<file path="src/cwe_pkg.sv">
package cwe_pkg;

  localparam int MAX_ROWS   = 64;
  localparam int MAX_COLS   = 64;
  localparam int MAX_KERNEL = 8;

  localparam int RW  = $clog2(MAX_ROWS);
  localparam int CW  = $clog2(MAX_COLS);
  localparam int KW  = $clog2(MAX_KERNEL);
  localparam int ACC_W = 40;

  localparam logic [1:0] KIND_COEFF = 2'd0;
  localparam logic [1:0] KIND_PIXEL = 2'd1;
  localparam logic [1:0] KIND_QUERY = 2'd2;

  localparam logic [2:0] REG_IMAGE_ROWS  = 3'd0;
  localparam logic [2:0] REG_IMAGE_COLS  = 3'd1;
  localparam logic [2:0] REG_KERNEL_ROWS = 3'd2;
  localparam logic [2:0] REG_KERNEL_COLS = 3'd3;
  localparam logic [2:0] REG_FULL_MODE   = 3'd4;
  localparam logic [2:0] REG_PAD_POLICY  = 3'd5;
  localparam logic [2:0] REG_CORRELATE   = 3'd6;
  localparam logic [2:0] REG_PAD_VALUE   = 3'd7;

  localparam logic [1:0] BORDER_FIXED = 2'd2;

  typedef struct packed {
    logic vld;
    logic on_image;
  } mac_ctl_t;

  function automatic logic [6:0] clamp7(input logic [6:0] v, input logic [6:0] hi);
    logic [6:0] r;
    r = v;
    if (v == 7'd0) r = 7'd1;
    else if (v > hi) r = hi;
    return r;
  endfunction

endpackage

</file>
<file path="src/cwe_mac.sv">
module cwe_mac import cwe_pkg::*; (
  input  logic                    clk,
  input  logic                    rst_n,
  input  logic                    clr,
  input  mac_ctl_t                ctl,
  input  logic signed [15:0]      pix,
  input  logic signed [15:0]      border,
  input  logic signed [15:0]      coef,
  output logic signed [ACC_W-1:0] acc,
  output logic                    busy
);

  logic signed [31:0]      prod_r;
  logic                    vld_r;
  logic signed [ACC_W-1:0] acc_r;
  logic signed [15:0]      opnd;

  assign opnd = ctl.on_image ? pix : border;

  always_ff @(posedge clk) begin
    if (!rst_n) begin
      vld_r <= 1'b0;
      acc_r <= '0;
    end else begin
      vld_r <= ctl.vld;
      if (clr) acc_r <= '0;
      else if (vld_r) acc_r <= acc_r + ACC_W'(prod_r);
    end
  end

  always_ff @(posedge clk) begin
    prod_r <= opnd * coef;
  end

  assign acc  = acc_r;
  assign busy = vld_r;

endmodule

</file>
<file path="config.mk">
export PLATFORM = sky130hd
export DESIGN_NAME = cwe_mac
export DESIGN_NICKNAME = d
export VERILOG_FILES = /design/src/cwe_pkg.sv /design/src/cwe_mac.sv
export SDC_FILE = /design/constraint.sdc
export NUM_CORES = 1
export LEC_CHECK = 0
export BUFFER_PORTS_ARGS = -buffer_cell sky130_fd_sc_hd__buf_4
export CAP_MARGIN = 20
export CORE_MARGIN = 2
export CORE_UTILIZATION = 55
export CTS_BUF_LIST = sky130_fd_sc_hd__clkbuf_2 sky130_fd_sc_hd__clkbuf_4 sky130_fd_sc_hd__clkbuf_8
export CTS_CLUSTER_SIZE = 20
export DETAILED_ROUTE_END_ITERATION = 16
export HOLD_SLACK_MARGIN = 0.02
export PLACE_DENSITY = 0.84
export RECOVER_POWER = 50
export REMOVE_ABC_BUFFERS = 1
export SLEW_MARGIN = 15
export SYNTH_ARGS = -nofsm -noshare
export SYNTH_HDL_FRONTEND = slang
export SYNTH_SLANG_ARGS = --single-unit
export TNS_END_PERCENT = 1
</file>
<file path="constraint.sdc">
create_clock -name clk -period 10.9 [get_ports clk]
set_input_delay 2.18 -clock clk [delete_from_list [all_inputs] [get_ports clk]]
set_output_delay 2.18 -clock clk [all_outputs]
set_load 0.1 [all_outputs]
</file>
==> results of run 1 <==
-- kinds of logic after synthesis --
logic type | count (synthesis) | synth area share (%)
XOR/XNOR | 57 | 3.54
flip-flops | 73 | 10.4
multiplexers | 37 | 2.76
buffers and inverters | 357 | 9.51
AND/OR/NAND/NOR | 438 | 15.3
adder cells (fa/ha/maj) | 384 | 48.1
AO/OA/AOI/OAI | 230 | 10.5
-- final cells by class --
type	count	share of cell area, %
Clock inverter	6	0.594
Sequential cell	73	9.64
Clock buffer	10	0.907
Inverter	304	7.52
Tap cell	330	2.72
Timing Repair Buffer	97	4.11
Multi-Input combinational cell	1146	74.5
-- metal layers --
metal  vias to the layer above  share of wire [%]  track usage, %
met3                       118                4.9            3.96
li1                       5048                  -               -
met5                         -                  0               0
met2                       372                 53            46.1
met4                         0                4.5            11.2
met1                      5458                 37            28.9
-- how the worst max path moves through the flow --
| stage | endpoint | slack (ns) |
|---|---|---|
| global route | prod_r[25] | 1.74 |
| floorplan | prod_r[25] | 2.96 |
| finish | prod_r[31] | 2.07 |
| CTS | prod_r[31] | 2.58 |
| global placement | prod_r[31] | 2.33 |
| detailed placement | prod_r[31] | 2.19 |
-- flip-flops by register name (all words and copies together) (netlist names) --
name / cells
acc: 40
prod_r: 32
busy: 1
-- cell usage in the layout (no fill, tap or decap), types with 22 or more instances in the layout --
cell / count
nor2_1: 65
o21ai_0: 33
xnor2_1: 45
inv_1: 304
dfxtp_1: 72
a21oi_1: 81
buf_4: 67
nand2_1: 159
clkbuf_1: 28
fa_1: 263
mux2i_1: 22
a21o_1: 36
ha_1: 121
and2_1: 117
-- worst max-delay path: cells and delay by family --
| kind | cells | cell delay, ns |
|---|---|---|
| and+or+nand+nor | 1 | 0.24 |
| muxes | 1 | 0.57 |
| buffers and inverters | 5 | 0.82 |
| AOI/OAI and AO/OA | 9 | 1.84 |
| xor gates and xnor gates | 1 | 0.11 |
| adders and majority gates | 7 | 3.27 |
-- stage by stage --
stage          area, µm²  cells
5_1_grt            15200   1966
4_1_cts            15300   1966
3_3_place_gp       15000   1950
3_5_place_dp       15000   1950
6_report           15200   1966
2_1_floorplan      13900   1523
==> metrics.md, run 1 <==
| Metric | Value |
|---|---|
| Period utilisation layout | 81.0% |
| Drt via density | 5.59 |
| Crit start category | primary input |
| Wirelength per Cell | 16.5 µm |
| Antenna diode instance count | 0 |
| Status | finished, violations left |
| Ranking of synthesized cells by area | fa_1 (37%), ha_1 (11%), dfxtp_1 (10%) |
| Relative slew margins | -37.6% |
| RD Place Congestion | 0.873 |
| Cells after synthesis | about 1600 |
| Clock-pin slew on the worst setup and hold paths | 0.07 ns |
| Die area | 26900 µm² |
| Worst Path Required | ~11 ns |
| Fmax | 113 MHz |
| Detailed Route WL | 32400 µm |
| Hold depth | 2 |
| Max Buffers Root-to-Sink | 2 |
| Yosys reg bits | 73 |
| Num CTS Buffers | 9 |
| Async SR Flop Fraction | 0% |
| H-tree Lvls | 3 |
| Final min period | 8.83 ns |
| Place WS | 2.19 ns |
| Arr. time, crit path | 9.08 ns |
| Worst-margin pin slew | 2.06 ns |
| Most common cell in the netlist | inv_1 |
| Synth Cell Area | 14100 µm² |
| Clk Latency, worst-skew pair | between 0.3 and 0.4 ns |
| Synthesis Warnings | 0 |
| Largest net degree at the start of global routing | 47 |
| Failing checks | capacitance limit, slew limit |
| Max Fanout on Critical Path | 16 |
| Crit end category | flop |
| First-pass GRT wire length | 54200 µm |
| Core box area | 25200 µm² |
| Post-Syn Area per Cell | around 8.9 µm² |
| Reg2reg setup slack | 7.12 ns |
| Maxcap violations | 1 |
| Reg2Reg Depth | 13 |
| Slowest stage delay, CP | ~0.62 ns |
| RR Startpoint | acc[0] |
| Antenna Violating Nets Remaining | 0 |
| Hold slack | 0.511 ns |
| Register area | 1460 µm² |
| Final Hold Viols | 0 |
| EDFF count, synth | 0 |
| FP Rows | 58 |
| Final layout net count | approximately 2100 |
| Total Routing Usage GR | 25.2% |
| Via count | 11000 |
| Post-CTS resize count | 0 |
| Layout Utilization | 60.2% |
| Die span in x | around 160 µm |
| Synth cell types | 56 |
| Hold Path Origin | acc[32] |
| Post-synth top cells | inv_1 (304), fa_1 (263), nand2_1 (159) |
| GRT overflow | 0 |
| CP Cell Sequence | clkbuf_1 -> mux2_2 -> and2_1 -> fa_1 -> inv_1 -> fa_1 -> fa_1 -> fa_1 -> inv_1 -> fa_1 -> inv_1 -> fa_1 -> inv_1 -> ha_1 -> a21o_1 -> a21o_1 -> a21o_1 -> a21oi_1 -> a21oi_1 -> a21oi_1 -> o2111ai_1 -> a21o_1 -> a21o_1 -> xnor2_1 |
| Fillers | 2110 |
| RSZ-0062 raised after global routing | false |
| Critical Path Source | ctl[0] |
| Initial DRC count | 615 |
| Clock Skews | 0.0135 ns |
| Tightest Hold Check Type | flop to flop |
| Antenna violations before repair | 0 |
| Critical-path top delay cell | clkbuf_1 |
| Final WS setup | 2.07 ns |
| Drt pass-1 iters | 5 |
| Area grow syn2layout | 7.55% |
| Die Span Y | 164 µm |
| WHS Endpoint | acc[32] |
| Worst reg2reg path endpoint | acc[36] |
| CP Class | primary input to flop |
| Vias in the first global route | 11800 |
| Layout cell share with drive strength beyond 1 | 6.97% |
| Port buffer count | 93 |
| Clock Sinks | 73 |
| Multi-input logic area | 11300 µm² |
| Clk root buf | clkbuf_8 |
| Cell accounting for the most synthesized area | fa_1 |
| Synth top area share | 37.3% |
| CP most frequent cell | fa_1 |
| Final TNS setup | 0 ns |
| CTS tree | yes |
| Post-synthesis sequential area ratio | between 10 and 15% |
| Num ports | 94 |
| Drt drc | 0 |
| Finish-stage setup viols | 0 |
| CTS Hold Buffers Added | 0 |
| Setup repair bufs after CTS | 0 |
| Post-DP HPWL | 26400 µm |
| Synth Flop Type | dfxtp_1 |
| Slew Viols, Final | 47 |
| Initial Utilization | 56.0% |
Power of run 1 is not shown: default switching activity piles up to over one toggle a cycle in this logic, so the estimate is an artifact.
==> run 2: changes to the inputs <==
- ABC_AREA: unset -> 1
- PLACE_DENSITY: 0.84 -> 0.87
- clock period: 10.9 -> 7.2 ns (I/O delays scaled with it)
==> metrics.md, run 2 <==
| Metric | Value |
|---|---|
| Status | finished, violations left |
| Failing checks | capacitance limit, slew limit |
| Leading cell type in the layout, fill and taps excluded | inv_1 |
| Num ports | 94 |
| Clk Latency, worst-skew pair | 0.39 ns |
| Core box area | 27600 µm² |
| Total Routing Usage GR | between 30% and 40% |
| Drt drc | 0 |
| Initial DRC count | 1024 |
| GRT overflow | 0 |
| Clock Sinks | 73 |
| Final TNS setup | 0 ns |
| FP Rows | 61 |
| Fmax | 144 MHz |
| Final layout net count | 2656 |
| Clock-pin slew on the worst setup and hold paths | approximately 0.080 ns |
| Worst-margin pin slew | 1.95 ns |
| Worst Path Required | 7.48 ns |
| Crit start category | primary input |
| Hold Path Origin | acc[0] |
| Synthesis Warnings | 0 |
| Finish-stage setup viols | 0 |
| Final Hold Viols | 0 |
| Antenna Violating Nets Remaining | 0 |
| Cells after synthesis | 2079 |
| Die span in x | 171 µm |
| Async SR Flop Fraction | 0% |
| Post-DP HPWL | between 30000 and 40000 µm |
| Hold depth | 2 |
| Max Buffers Root-to-Sink | 2 |
| Area grow syn2layout | 11.5% |
| Drt pass-1 iters | 6 |
| Yosys reg bits | 73 |
| Period utilisation layout | 96.5% |
| Synth Flop Type | dfxtp_1 |
| CTS tree | yes |
| Wirelength per Cell | 17.1 µm |
| Post-DP Area | 16900 µm² |
| Final min period | 6.95 ns |
| Post-synth top cells | inv_1 (473), nand2_1 (415), nor2_1 (321) |
| Via count | 13900 |
| Maxcap violations | 1 |
| Place WS | -0.188 ns |
| CP Cell Sequence | buf_4 -> buf_12 -> or2_2 -> o21ai_2 -> inv_2 -> nand2_1 -> fa_1 -> fa_1 -> fa_1 -> fa_1 -> inv_1 -> fa_1 -> fa_1 -> ha_1 -> nand2_1 -> nand2_1 -> a31oi_1 -> nand2_1 -> a31oi_1 -> inv_1 -> nand3_1 -> nand2_1 -> nand2_1 -> nand2_1 |
| RD Place Congestion | 1.04 |
| Commonest cells after routing, fill and taps aside | inv_1 (473), nand2_1 (411), nor2_1 (321), fa_1 (263), buf_4 (136) |
| Setup repair bufs after CTS | 0 |
| Max Fanout on Critical Path | 14 |
| H-tree Lvls | 3 |
| Ranking of synthesized cells by area | fa_1 (34%), inv_1 (12%), nand2_1 (10%) |
| Synth top area share | approximately 34% |
| Largest net degree at the start of global routing | 66 |
| Post-synthesis sequential area ratio | 9.56% |
| Critical Path Source | ctl[0] |
| Reg2Reg Depth | 15 |
| Arr. time, crit path | 7.22 ns |
| Reg2reg setup slack | 4.66 ns |
| Cell accounting for the most synthesized area | fa_1 |
| Most common cell in the netlist | inv_1 |
| EDFF count, synth | 0 |
| Num CTS Buffers | 9 |
| Port buffer count | between 90 and 100 |
| RSZ-0062 raised after global routing | true |
| Clock Skews | 0.0250 ns |
| Post-Syn Area per Cell | roughly 7.4 µm² |
| Slew Viols, Final | between 40 and 50 |
| Tightest Hold Check Type | flop to flop |
| Synth Cell Area | approximately 15000 µm² |
| Die area | between 20000 and 30000 µm² |
| Detailed Route WL | 44600 µm |
| Final WS setup | approximately 0.25 ns |
| Slowest stage delay, CP | 0.56 ns |
| Relative slew margins | -30.1% |
| Die Span Y | 171 µm |
| Initial Utilization | 55.5% |
| Synth cell types | 47 |
| First-pass GRT wire length | 72700 µm |
| RR Startpoint | acc[0] |
| Final Cell Area | 17100 µm² |
| CP most frequent cell | nand2_1 |
| Drt via density | 5.33 |
| Antenna violations before repair | 0 |
| CP Class | primary input to flop |
| Number of flip-flops in the largest register | 40 |
| Vias in the first global route | around 15000 |
| Clk root buf | clkbuf_8 |
| Critical-path top delay cell | fa_1 |
| Layout cell share with drive strength beyond 1 | 10.5% |
| Crit end category | flop |
[run 2: cell families after synthesis]
logic type / Yosys count / synth area share (%)
AOI/OAI and AO/OA: 180 / 7.23
xor gates and xnor gates: 51 / 2.92
adders and majority gates: 384 / 44.3
buffers and inverters: 521 / 12.8
DFF: 73 / 9.56
and+or+nand+nor: 870 / 23.1
[run 2: area by class of cell]
class | instances | area, µm²
sequential | 73 | 1460
inverter | 486 | 1830
tap | 378 | 473
fill | 2494 | 10500
multi-input combinational | 1485 | 11900
timing repair buffer | 164 | 1190
antenna | 1 | 2.50
clock inverter | 5 | 81.3
clock buffer | 10 | 131
[run 2: layer usage]
metal / vias to the layer above / wire length [µm] / track usage, %
met5: - / 0 / 0
met4: 0 / 1730 / 12.7
met3: 115 / 3130 / 4.21
met2: 546 / 21500 / 55.8
met1: 6731 / 18200 / 40.9
li1: 6479 / - / -
[run 2: per-stage QoR]
| stage | util, % | cells | hold WS [ns] |
|---|---|---|---|
| detailed placement | 61.4 | 2586 | 0.488 |
| global route | 61.9 | 2601 | 0.520 |
| global placement | 61.4 | 2586 | 0.472 |
| floorplan | - | 2044 | 0.587 |
| finish | 61.9 | 2602 | 0.491 |
| CTS | 62.1 | 2601 | 0.498 |
[run 2: timing repair]
item | in CTS | in global routing
hold buffers | 0 | 0
setup endpoints to repair | 0 | 5
resized for setup | 0 | 7
[run 2: final timing paths]
path / to
worst max register to register: acc[20]
worst min-delay path: acc[0]
worst min register to register: acc[0]
worst max-delay path: prod_r[30]
[run 2: critical path: cells and delay by family]
| kind | cells | cell delay [ns] |
|---|---|---|
| adders and majority gates | 7 | 3.34 |
| and+or+nand+nor | 9 | 1.03 |
| AOI/OAI and AO/OA | 3 | 0.75 |
| buffers and inverters | 5 | 0.66 |
Power of run 2 is left out for the same reason.
